$ cat config.mk
export PLATFORM = sky130hd
export DESIGN_NAME = box_collision_table_flat
export DESIGN_NICKNAME = d
export VERILOG_FILES = /design/src/rtl/bct_pkg.sv /design/src/rtl/bct_in_if.sv /design/src/rtl/bct_out_if.sv /design/src/rtl/box_collision_table.sv /design/src/rtl/bct_cell.sv /design/src/flat_wrapper.sv
export VERILOG_INCLUDE_DIRS = /design/src /design/src/rtl
export SDC_FILE = /design/constraint.sdc
export NUM_CORES = 2
export LEC_CHECK = 0
export ABC_AREA = 1
export BUFFER_PORTS_ARGS = -buffer_cell sky130_fd_sc_hd__clkbuf_2
export CAP_MARGIN = 0
export CORE_MARGIN = 3
export CORE_UTILIZATION = 46
export CTS_BUF_LIST = sky130_fd_sc_hd__clkbuf_8
export CTS_CLUSTER_SIZE = 20
export DETAILED_ROUTE_END_ITERATION = 6
export PLACE_DENSITY_LB_ADDON = 0.15
export SYNTH_ARGS = -nofsm -noshare
export SYNTH_HDL_FRONTEND = slang
export SYNTH_HIERARCHICAL = 1
export SYNTH_SLANG_ARGS = --single-unit
$ cat constraint.sdc
create_clock -name clk -period 9.3 [get_ports clk]
set_clock_uncertainty 0.1 [all_clocks]
set_input_delay 0.465 -clock clk [delete_from_list [all_inputs] [get_ports clk]]
set_output_delay 0.465 -clock clk [all_outputs]
set_load 0.005 [all_outputs]
$ cat src/rtl/box_collision_table_defines.svh
// assertion macros for the box collision table rtl
// no dependencies
`ifndef BOX_COLLISION_TABLE_DEFINES_SVH
`define BOX_COLLISION_TABLE_DEFINES_SVH

// implication checked on every rising clock edge outside reset
`define BCT_ASSERT_IMP(lbl, clk, rst, ante, cons) \
  lbl: assert property (@(posedge clk) disable iff (rst) (ante) |-> (cons)) \
    else $error("bct assertion failed");

// implication with the consequent checked in the cycle after the antecedent
`define BCT_ASSERT_NXT(lbl, clk, rst, ante, cons) \
  lbl: assert property (@(posedge clk) disable iff (rst) (ante) |=> (cons)) \
    else $error("bct assertion failed");

`endif

$ cat src/rtl/bct_pkg.sv
// types, codes and the overlap test for the box collision table
// no dependencies
`default_nettype none
package bct_pkg;

  localparam int CAPACITY_DEF = 32;
  localparam int MAX_HITS     = 32;

  localparam logic [1:0] ACT_ADD    = 2'd0;
  localparam logic [1:0] ACT_REMOVE = 2'd1;
  localparam logic [1:0] ACT_QUERY  = 2'd2;

  localparam logic [1:0] ST_OK       = 2'd0;
  localparam logic [1:0] ST_FULL     = 2'd1;
  localparam logic [1:0] ST_NOTFOUND = 2'd2;

  typedef struct packed {
    logic [7:0]         tag;
    logic signed [15:0] x;
    logic signed [15:0] y;
    logic [14:0]        w;
    logic [14:0]        h;
  } entry_t;

  typedef struct packed {
    logic shift;
    logic write;
  } cell_ctl_t;

  // strict overlap, edges widened to 18 bits so sums cannot wrap
  function automatic logic overlap(entry_t a, entry_t b);
    logic signed [17:0] ax, ay, bx, by, axe, aye, bxe, bye;
    ax  = 18'(a.x);
    ay  = 18'(a.y);
    bx  = 18'(b.x);
    by  = 18'(b.y);
    axe = ax + $signed({3'b000, a.w});
    aye = ay + $signed({3'b000, a.h});
    bxe = bx + $signed({3'b000, b.w});
    bye = by + $signed({3'b000, b.h});
    return (ax < bxe) && (axe > bx) && (ay < bye) && (aye > by);
  endfunction

endpackage
`default_nettype wire

$ cat src/rtl/bct_in_if.sv
// request channel of the box collision table
// no dependencies
`default_nettype none
interface bct_in_if;
  logic               valid;
  logic               ready;
  logic [1:0]         action;
  logic [7:0]         entity_id;
  logic signed [15:0] pos_x;
  logic signed [15:0] pos_y;
  logic [14:0]        box_width;
  logic [14:0]        box_height;

  modport source (output valid, action, entity_id, pos_x, pos_y, box_width, box_height,
                  input ready);
  modport sink (input valid, action, entity_id, pos_x, pos_y, box_width, box_height,
                output ready);
endinterface
`default_nettype wire

$ cat src/rtl/bct_out_if.sv
// result channel of the box collision table
// no dependencies
`default_nettype none
interface bct_out_if;
  logic       valid;
  logic       ready;
  logic [1:0] status;
  logic       hit_valid;
  logic [7:0] hit_id;
  logic [5:0] hit_number;
  logic       last;

  modport source (output valid, status, hit_valid, hit_id, hit_number, last, input ready);
  modport sink (input valid, status, hit_valid, hit_id, hit_number, last, output ready);
endinterface
`default_nettype wire

$ cat src/rtl/box_collision_table.sv
// box collision table: a row of CAPACITY cells that rotates through cell 0
// add, remove and other actions: one result, in the cycle after acceptance; remove compacts in that same cycle
// query: scans in S_SCAN, then gives its final result in S_FIN; no new request is taken before it returns to S_IDLE
// rotation pauses while the result register is stalled
// synchronous reset empties the table; slot contents are undefined until written
// uses bct_pkg, bct_in_if, bct_out_if, bct_cell, box_collision_table_defines.svh
`default_nettype none
`include "box_collision_table_defines.svh"
module box_collision_table #(
  parameter int CAPACITY = bct_pkg::CAPACITY_DEF
) (
  input wire logic clk,
  input wire logic rst,
  bct_in_if.sink   req,
  bct_out_if.source rsp
);

  localparam int CW = $clog2(CAPACITY + 1);

  typedef enum logic [2:0] {
    S_IDLE = 3'b001,
    S_SCAN = 3'b010,
    S_FIN  = 3'b100
  } state_t;

  state_t state;
  logic [CW-1:0] count;
  logic [CW-1:0] idx;
  logic [5:0]    hits;
  bct_pkg::entry_t qbox;
  logic       pend_valid;
  logic [7:0] pend_id;
  logic [5:0] pend_num;

  logic       o_valid;
  logic [1:0] o_status;
  logic       o_hit_valid;
  logic [7:0] o_hit_id;
  logic [5:0] o_hit_number;
  logic       o_last;

  bct_pkg::entry_t   cells [CAPACITY];
  bct_pkg::cell_ctl_t ctl [CAPACITY];
  logic [CAPACITY-1:0] match;
  logic [CAPACITY:0]   prior_match;
  bct_pkg::entry_t   wr_data;

  logic ofree, accept, rotate, hit, found;

  assign ofree  = !o_valid || rsp.ready;
  assign req.ready = (state == S_IDLE) && ofree;
  assign accept = req.valid && req.ready;
  assign rotate = (state == S_SCAN) && (idx != CW'(CAPACITY)) && ofree;

  assign wr_data.tag = req.entity_id;
  assign wr_data.x   = req.pos_x;
  assign wr_data.y   = req.pos_y;
  assign wr_data.w   = req.box_width;
  assign wr_data.h   = req.box_height;

  // first-match chain for remove: cells from the match onward take their neighbour
  assign prior_match[0] = 1'b0;
  assign found = prior_match[CAPACITY];

  genvar k;
  generate
    for (k = 0; k < CAPACITY; k++) begin : g_cell
      assign match[k] = (cells[k].tag == req.entity_id) && (CW'(k) < count);
      assign prior_match[k+1] = prior_match[k] | match[k];
      assign ctl[k].write = accept && (req.action == bct_pkg::ACT_ADD) &&
                            (count == CW'(k));
      assign ctl[k].shift = rotate ||
                            (accept && (req.action == bct_pkg::ACT_REMOVE) &&
                             (prior_match[k] || match[k]));
      bct_cell u_cell (
        .clk       (clk),
        .ctl       (ctl[k]),
        .neighbour (cells[(k + 1) % CAPACITY]),
        .wr_data   (wr_data),
        .q         (cells[k])
      );
    end
  endgenerate

  assign hit = (idx < count) && (cells[0].tag != qbox.tag) &&
               bct_pkg::overlap(qbox, cells[0]) && (hits != 6'(bct_pkg::MAX_HITS));

  always_ff @(posedge clk) begin
    if (rst) begin
      state      <= S_IDLE;
      count      <= '0;
      o_valid    <= 1'b0;
      pend_valid <= 1'b0;
      idx        <= '0;
      hits       <= '0;
    end else begin
      if (o_valid && rsp.ready) begin
        o_valid <= 1'b0;
      end
      unique case (state)
        S_IDLE: begin
          if (accept) begin
            o_hit_valid  <= 1'b0;
            o_hit_id     <= '0;
            o_hit_number <= '0;
            o_last       <= 1'b1;
            o_status     <= bct_pkg::ST_OK;
            unique case (req.action)
              bct_pkg::ACT_ADD: begin
                o_valid <= 1'b1;
                if (count >= CW'(CAPACITY)) begin
                  o_status <= bct_pkg::ST_FULL;
                end else begin
                  count <= count + 1'b1;
                end
              end
              bct_pkg::ACT_REMOVE: begin
                o_valid <= 1'b1;
                if (found) begin
                  count <= count - 1'b1;
                end else begin
                  o_status <= bct_pkg::ST_NOTFOUND;
                end
              end
              bct_pkg::ACT_QUERY: begin
                state      <= S_SCAN;
                idx        <= '0;
                hits       <= '0;
                pend_valid <= 1'b0;
                qbox       <= wr_data;
              end
              default: begin
                o_valid <= 1'b1;
              end
            endcase
          end
        end
        S_SCAN: begin
          if (idx == CW'(CAPACITY)) begin
            state <= S_FIN;
          end else if (ofree) begin
            idx <= idx + 1'b1;
            if (hit) begin
              hits       <= hits + 1'b1;
              pend_valid <= 1'b1;
              pend_id    <= cells[0].tag;
              pend_num   <= hits + 1'b1;
              // the previous hit is now known not to be the final one
              if (pend_valid) begin
                o_valid      <= 1'b1;
                o_status     <= bct_pkg::ST_OK;
                o_hit_valid  <= 1'b1;
                o_hit_id     <= pend_id;
                o_hit_number <= pend_num;
                o_last       <= 1'b0;
              end
            end
          end
        end
        S_FIN: begin
          if (ofree) begin
            o_valid      <= 1'b1;
            o_status     <= bct_pkg::ST_OK;
            o_hit_valid  <= pend_valid;
            o_hit_id     <= pend_valid ? pend_id : 8'd0;
            o_hit_number <= pend_valid ? pend_num : 6'd0;
            o_last       <= 1'b1;
            pend_valid   <= 1'b0;
            state        <= S_IDLE;
          end
        end
        default: begin
          state <= S_IDLE;
        end
      endcase
    end
  end

  assign rsp.valid      = o_valid;
  assign rsp.status     = o_status;
  assign rsp.hit_valid  = o_hit_valid;
  assign rsp.hit_id     = o_hit_id;
  assign rsp.hit_number = o_hit_number;
  assign rsp.last       = o_last;

  `BCT_ASSERT_IMP(a_count_bound, clk, rst, 1'b1, count <= CW'(CAPACITY))
  `BCT_ASSERT_IMP(a_hits_bound, clk, rst, 1'b1, hits <= 6'(bct_pkg::MAX_HITS))
  `BCT_ASSERT_IMP(a_idx_bound, clk, rst, state == S_SCAN, idx <= CW'(CAPACITY))
  `BCT_ASSERT_NXT(a_scan_holds_count, clk, rst, state == S_SCAN, count == $past(count))

endmodule
`default_nettype wire

$ cat src/rtl/bct_cell.sv
// one table slot: holds a tagged box, loads new data or its neighbour's
// uses bct_pkg
`default_nettype none
module bct_cell (
  input  wire logic              clk,
  input  bct_pkg::cell_ctl_t     ctl,
  input  bct_pkg::entry_t        neighbour,
  input  bct_pkg::entry_t        wr_data,
  output bct_pkg::entry_t        q
);

  bct_pkg::entry_t entry;

  always_ff @(posedge clk) begin
    if (ctl.write) begin
      entry <= wr_data;
    end else if (ctl.shift) begin
      entry <= neighbour;
    end
  end

  assign q = entry;

endmodule
`default_nettype wire

$ cat src/flat_wrapper.sv
// flat-port wrapper written by rule: the top's interface ports become plain ports
module box_collision_table_flat 
#(
  parameter int CAPACITY = bct_pkg::CAPACITY_DEF
)
  (clk, rst, req_valid, req_action, req_entity_id, req_pos_x, req_pos_y, req_box_width, req_box_height, req_ready, rsp_valid, rsp_status, rsp_hit_valid, rsp_hit_id, rsp_hit_number, rsp_last, rsp_ready);
  bct_in_if req_i ();
  bct_out_if rsp_i ();
  input wire logic clk;
  input wire logic rst;
  input wire logic [$bits(req_i.valid)-1:0] req_valid;
  input wire logic [$bits(req_i.action)-1:0] req_action;
  input wire logic [$bits(req_i.entity_id)-1:0] req_entity_id;
  input wire logic [$bits(req_i.pos_x)-1:0] req_pos_x;
  input wire logic [$bits(req_i.pos_y)-1:0] req_pos_y;
  input wire logic [$bits(req_i.box_width)-1:0] req_box_width;
  input wire logic [$bits(req_i.box_height)-1:0] req_box_height;
  output wire logic [$bits(req_i.ready)-1:0] req_ready;
  output wire logic [$bits(rsp_i.valid)-1:0] rsp_valid;
  output wire logic [$bits(rsp_i.status)-1:0] rsp_status;
  output wire logic [$bits(rsp_i.hit_valid)-1:0] rsp_hit_valid;
  output wire logic [$bits(rsp_i.hit_id)-1:0] rsp_hit_id;
  output wire logic [$bits(rsp_i.hit_number)-1:0] rsp_hit_number;
  output wire logic [$bits(rsp_i.last)-1:0] rsp_last;
  input wire logic [$bits(rsp_i.ready)-1:0] rsp_ready;
  assign req_i.valid = req_valid;
  assign req_i.action = req_action;
  assign req_i.entity_id = req_entity_id;
  assign req_i.pos_x = req_pos_x;
  assign req_i.pos_y = req_pos_y;
  assign req_i.box_width = req_box_width;
  assign req_i.box_height = req_box_height;
  assign req_ready = req_i.ready;
  assign rsp_valid = rsp_i.valid;
  assign rsp_status = rsp_i.status;
  assign rsp_hit_valid = rsp_i.hit_valid;
  assign rsp_hit_id = rsp_i.hit_id;
  assign rsp_hit_number = rsp_i.hit_number;
  assign rsp_last = rsp_i.last;
  assign rsp_i.ready = rsp_ready;
  box_collision_table #(.CAPACITY(CAPACITY)) u_core (.clk(clk), .rst(rst), .req(req_i), .rsp(rsp_i));
endmodule
==> metrics.md <==
| Metric | Value |
|---|---|
| Outcome | `finished, final reports clean` |
| Post-CTS Setup Repair Bufs | `0` |
| Clock tree buffer depth | `4` |
| Initial Util | `~46%` |
| Root buf cell | `clkbuf_8` |
| Share of cells above drive strength 1 | `7.78%` |
| Number of DRC violations after detailed-routing iteration 0 | `~9100` |
| Die area | `about 250000 um^2` |
| Initial antenna violation count | `4` |
| H-tree levels | `5` |
| First-pass GRT wire length | `just under 500 mm` |
| Hold_buf cts | `70` |
| Syn Nets | `about 11000` |
| Area of the core | `about 240000 um^2` |
| Gr ovfl total | `0` |
| Register area share after synthesis | `between 60 and 70%` |
| WL/cell | `around 22 um` |
| Crit path max fanout | `between 50 and 60` |
| Worst-margin pin slew | `~1.2 ns` |
| Netlist Area Pre-Place | `~110000 um^2` |
| Critical Path AT | `~6.7 ns` |
| Pin count of the biggest net entering global routing | `73` |
| Antenna viol nets, final | `0` |
| Slew margin rel. | `around 23%` |
| Fin nets | `between 10000 and 15000` |
| Die width | `slightly below 500 um` |
| Final Util | `about half` |
| P_leak | `0.0507 uW` |
| Initial DRT Pass Iterations | `6` |
| Cells after Synth | `roughly 11000` |
| Crit path from | `u_core/count[1]` |
| Startpoint class of the critical path | `flip-flop` |
| Vias in the first global route | `75386` |
| WS Path Type | `reg2reg` |
| CTS Buf Count | `between 400 and 500` |
| Hold Path Cell Cnt | `3` |
| Cell Pwr Density | `~180 nW/um^2` |
| I/O Pins | `96` |
| R2R Setup Slk | `between 3 and 4 ns` |
| Number of synthesized register bits | `approximately 2400` |
| Reg2reg path depth | `25` |
| Crit Reg-Reg Startpoint | `u_core/count[1]` |
| Final hold vios | `0` |
| Hold Startpoint | `req_box_width[3]` |
| Peak supply drop | `0.161 mV` |
| # setup viols final | `0` |
| Post-route cell area | `~120000 um^2` |
| Yosys warns | `6` |
| Clock slew seen by the registers of the worst setup and hold paths | `roughly 0.070 ns` |
| Gr usage total | `25.9%` |
| Critical Path Sink | `u_core/g_cell[31].u_cell/q[18]` |
| Period minus WS final | `6.17 ns` |
| CP Capture Type | `flip-flop` |
| Post-DP Area | `112000 um^2` |
| Placement Rows | `approximately 180` |
| Unique cell type count in the Yosys netlist | `58` |
| Worst EP required | `slightly below 10 ns` |
| Fin. max-slew vios | `0` |
| Gp weighted congestion | `between 0.9 and 1` |
| Layout area overhead | `8.19%` |
| Setup TNS | `0 ns` |
| Routed WL | `between 300 and 400 mm` |
| Fmax | `162 MHz` |
| DR vias/cell | `5.27` |
| Syn Area/Cell | `approximately 10 um^2` |
| Clock sinks | `2365` |
| Die Span Y | `roughly 500 um` |
| Cells after DPL | `approximately 14000` |
| RSZ-0062 raised after global routing | `false` |
| Final cycle utilization of the critical path | `between 60% and 70%` |
| Non-Filler Instances | `roughly 15000` |
| Cts repair resizes | `0` |
| Worst min path class | `in2reg` |
| Maxcap violations | `0` |
| CTS tree | `built` |
| # DRC | `0` |
| Reg2reg end | `u_core/g_cell[31].u_cell/q[18]` |
| Hold slack | `roughly 0.20 ns` |
| Clock latency on the worst-skew pair | `1.10 ns` |
| Port Buffer Count | `95` |
| Routed via count | `slightly below 80000` |
| Post-DP HPWL | `roughly 190 mm` |
[cell families after synthesis]
family,share of synthesized area [%]
adders and majority gates,1.66
and+or+nand+nor,25.3
xor gates and xnor gates,2.12
buffers and inverters,5.41
DFF,64.1
AOI/OAI and AO/OA,1.47
[worst min path at each step]
| stage | to | slack, ns |
|---|---|---|
| 2_1_floorplan | u_core/pend_valid | 0.35 |
| 3_3_place_gp | u_core/idx[0] | 0.37 |
| 3_5_place_dp | u_core/idx[0] | 0.38 |
| 4_1_cts | u_core/g_cell[19].u_cell/q[18] | 0.10 |
| 5_1_grt | u_core/g_cell[17].u_cell/q[18] | 0.21 |
| 6_report | u_core/g_cell[19].u_cell/q[18] | 0.20 |
[per-layer routing]
metal | track usage, % | routed length (um) | vias to the layer above
met5 | 0 | 12 | -
met4 | 6.11 | 6270 | 2
met3 | 4.88 | 31800 | 443
met2 | 36.9 | 134000 | 3785
met1 | 40.7 | 149000 | 37241
li1 | - | - | 36422
[registers in the layout, indices dropped and copies added, names as in the netlist]
register,count
u_core/hits,6
u_core/state,3
u_core/pend_num,6
u_core/g_cell.u_cell/q,2240
u_core/rsp.hit_id,8
u_core/rsp.status,2
u_core/rsp.valid,1
u_core/rsp.hit_valid,1
u_core/rsp.last,1
u_core/rsp.hit_number,6
u_core/pend_valid,1
u_core/pend_id,8
u_core/idx,6
u_core/qbox,70
u_core/count,6
[final cells by class]
| type | count | area [um^2] |
|---|---|---|
| sequential | 2365 | 70800 |
| antenna | 5 | 12.5 |
| tap | 3167 | 3960 |
| clock buffer | 425 | 5850 |
| inverter | 261 | 1140 |
| timing repair buffer | 324 | 2410 |
| multi-input combinational | 7943 | 34000 |
| clock inverter | 297 | 1350 |
| fill | 21872 | 119000 |
[metrics by stage]
stage / power (uW) / worst slack [ns]
after global placement: 12800 / 3.00
after floorplan: 12300 / 2.92
after CTS: 21400 / 3.07
after global routing: 22000 / 2.41
final: 21200 / 3.13
after detailed placement: 12800 / 3.05
[placed cells by master, fill, tap and decap left out, types with 28 or more instances in the layout]
cell type      instances
clkinv_1              97
clkinv_2              57
nor4_1                33
nor2_4                29
nand2_1             6906
buf_4                164
nand3_1               39
clkbuf_8             425
ha_1                 140
o21ai_0               48
clkbuf_2              87
inv_1                347
nor2_1               100
dlygate4sd3_1         70
o21bai_1              41
inv_6                 36
xor2_1               217
edfxtp_1            2342
a21oi_1              108
nand4_1               29
xnor2_1               51
nor3_1                28
[power by group]
group / leakage [uW] / internal, uW / switching (uW)
Clock: 0.00422 / 4330 / 4310
Combinational: 0.0252 / 202 / 656
Sequential: 0.0213 / 11700 / 46.9
Total: 0.0507 / 16200 / 5020
[critical path, stage by stage (launching register included)]
cell and delay [ns]:
dfxtp_1 0.46, inv_1 0.39, ha_1 0.57, nand3_1 0.30, nand3_1 0.17, nor2_1 0.08, nor2_4 0.16, nand4_4 0.12
nor2_4 0.15, nand4_2 0.15, nor2_2 0.22, nand4_2 0.15, nor2_2 0.22, nand4_2 0.13, nor2_2 0.17, nand4_2 0.14
nor2_4 0.20, nand4_4 0.14, nor2_4 0.16, nand4_2 0.14, nor2_2 0.25, nand2_1 0.13, a31oi_1 0.15, o21ai_1 0.07
or2_4 0.36, buf_4 0.37
[Yosys cell counts (all sizes together)]
library cell | number | area, um^2
edfxtp | 2342 | 70300
o311ai | 2 | 17.5
o22ai | 3 | 18.8
o21bai | 41 | 308
xnor2 | 51 | 447
and3 | 6 | 37.5
nor3b | 6 | 45.0
a2111oi | 3 | 26.3
xor2 | 217 | 1900
a211oi | 21 | 158
a21boi | 1 | 7.51
nand4 | 37 | 299
clkinv | 7 | 26.3
o211ai | 5 | 42.5
nand3b | 2 | 15.0
nor4b | 3 | 26.3
nand3 | 42 | 225
nor4 | 35 | 219
o221ai | 1 | 8.76
nor3 | 36 | 180
inv | 254 | 1110
buf | 512 | 4780
and2 | 1 | 6.26
clkbuf | 14 | 52.6
a211o | 3 | 26.3
a31oi | 3 | 18.8
o31ai | 4 | 30.0
a221oi | 1 | 8.76
o2111a | 1 | 11.3
a21oi | 109 | 549
nor2 | 139 | 598
dfxtp | 23 | 460
o21ai | 51 | 255
or2 | 50 | 313
o2111ai | 11 | 96.3
nand2 | 6909 | 25900
a41oi | 1 | 8.76
a21o | 4 | 30.0
fa | 4 | 80.1
ha | 140 | 1750
(Power assumes the default switching activity.)
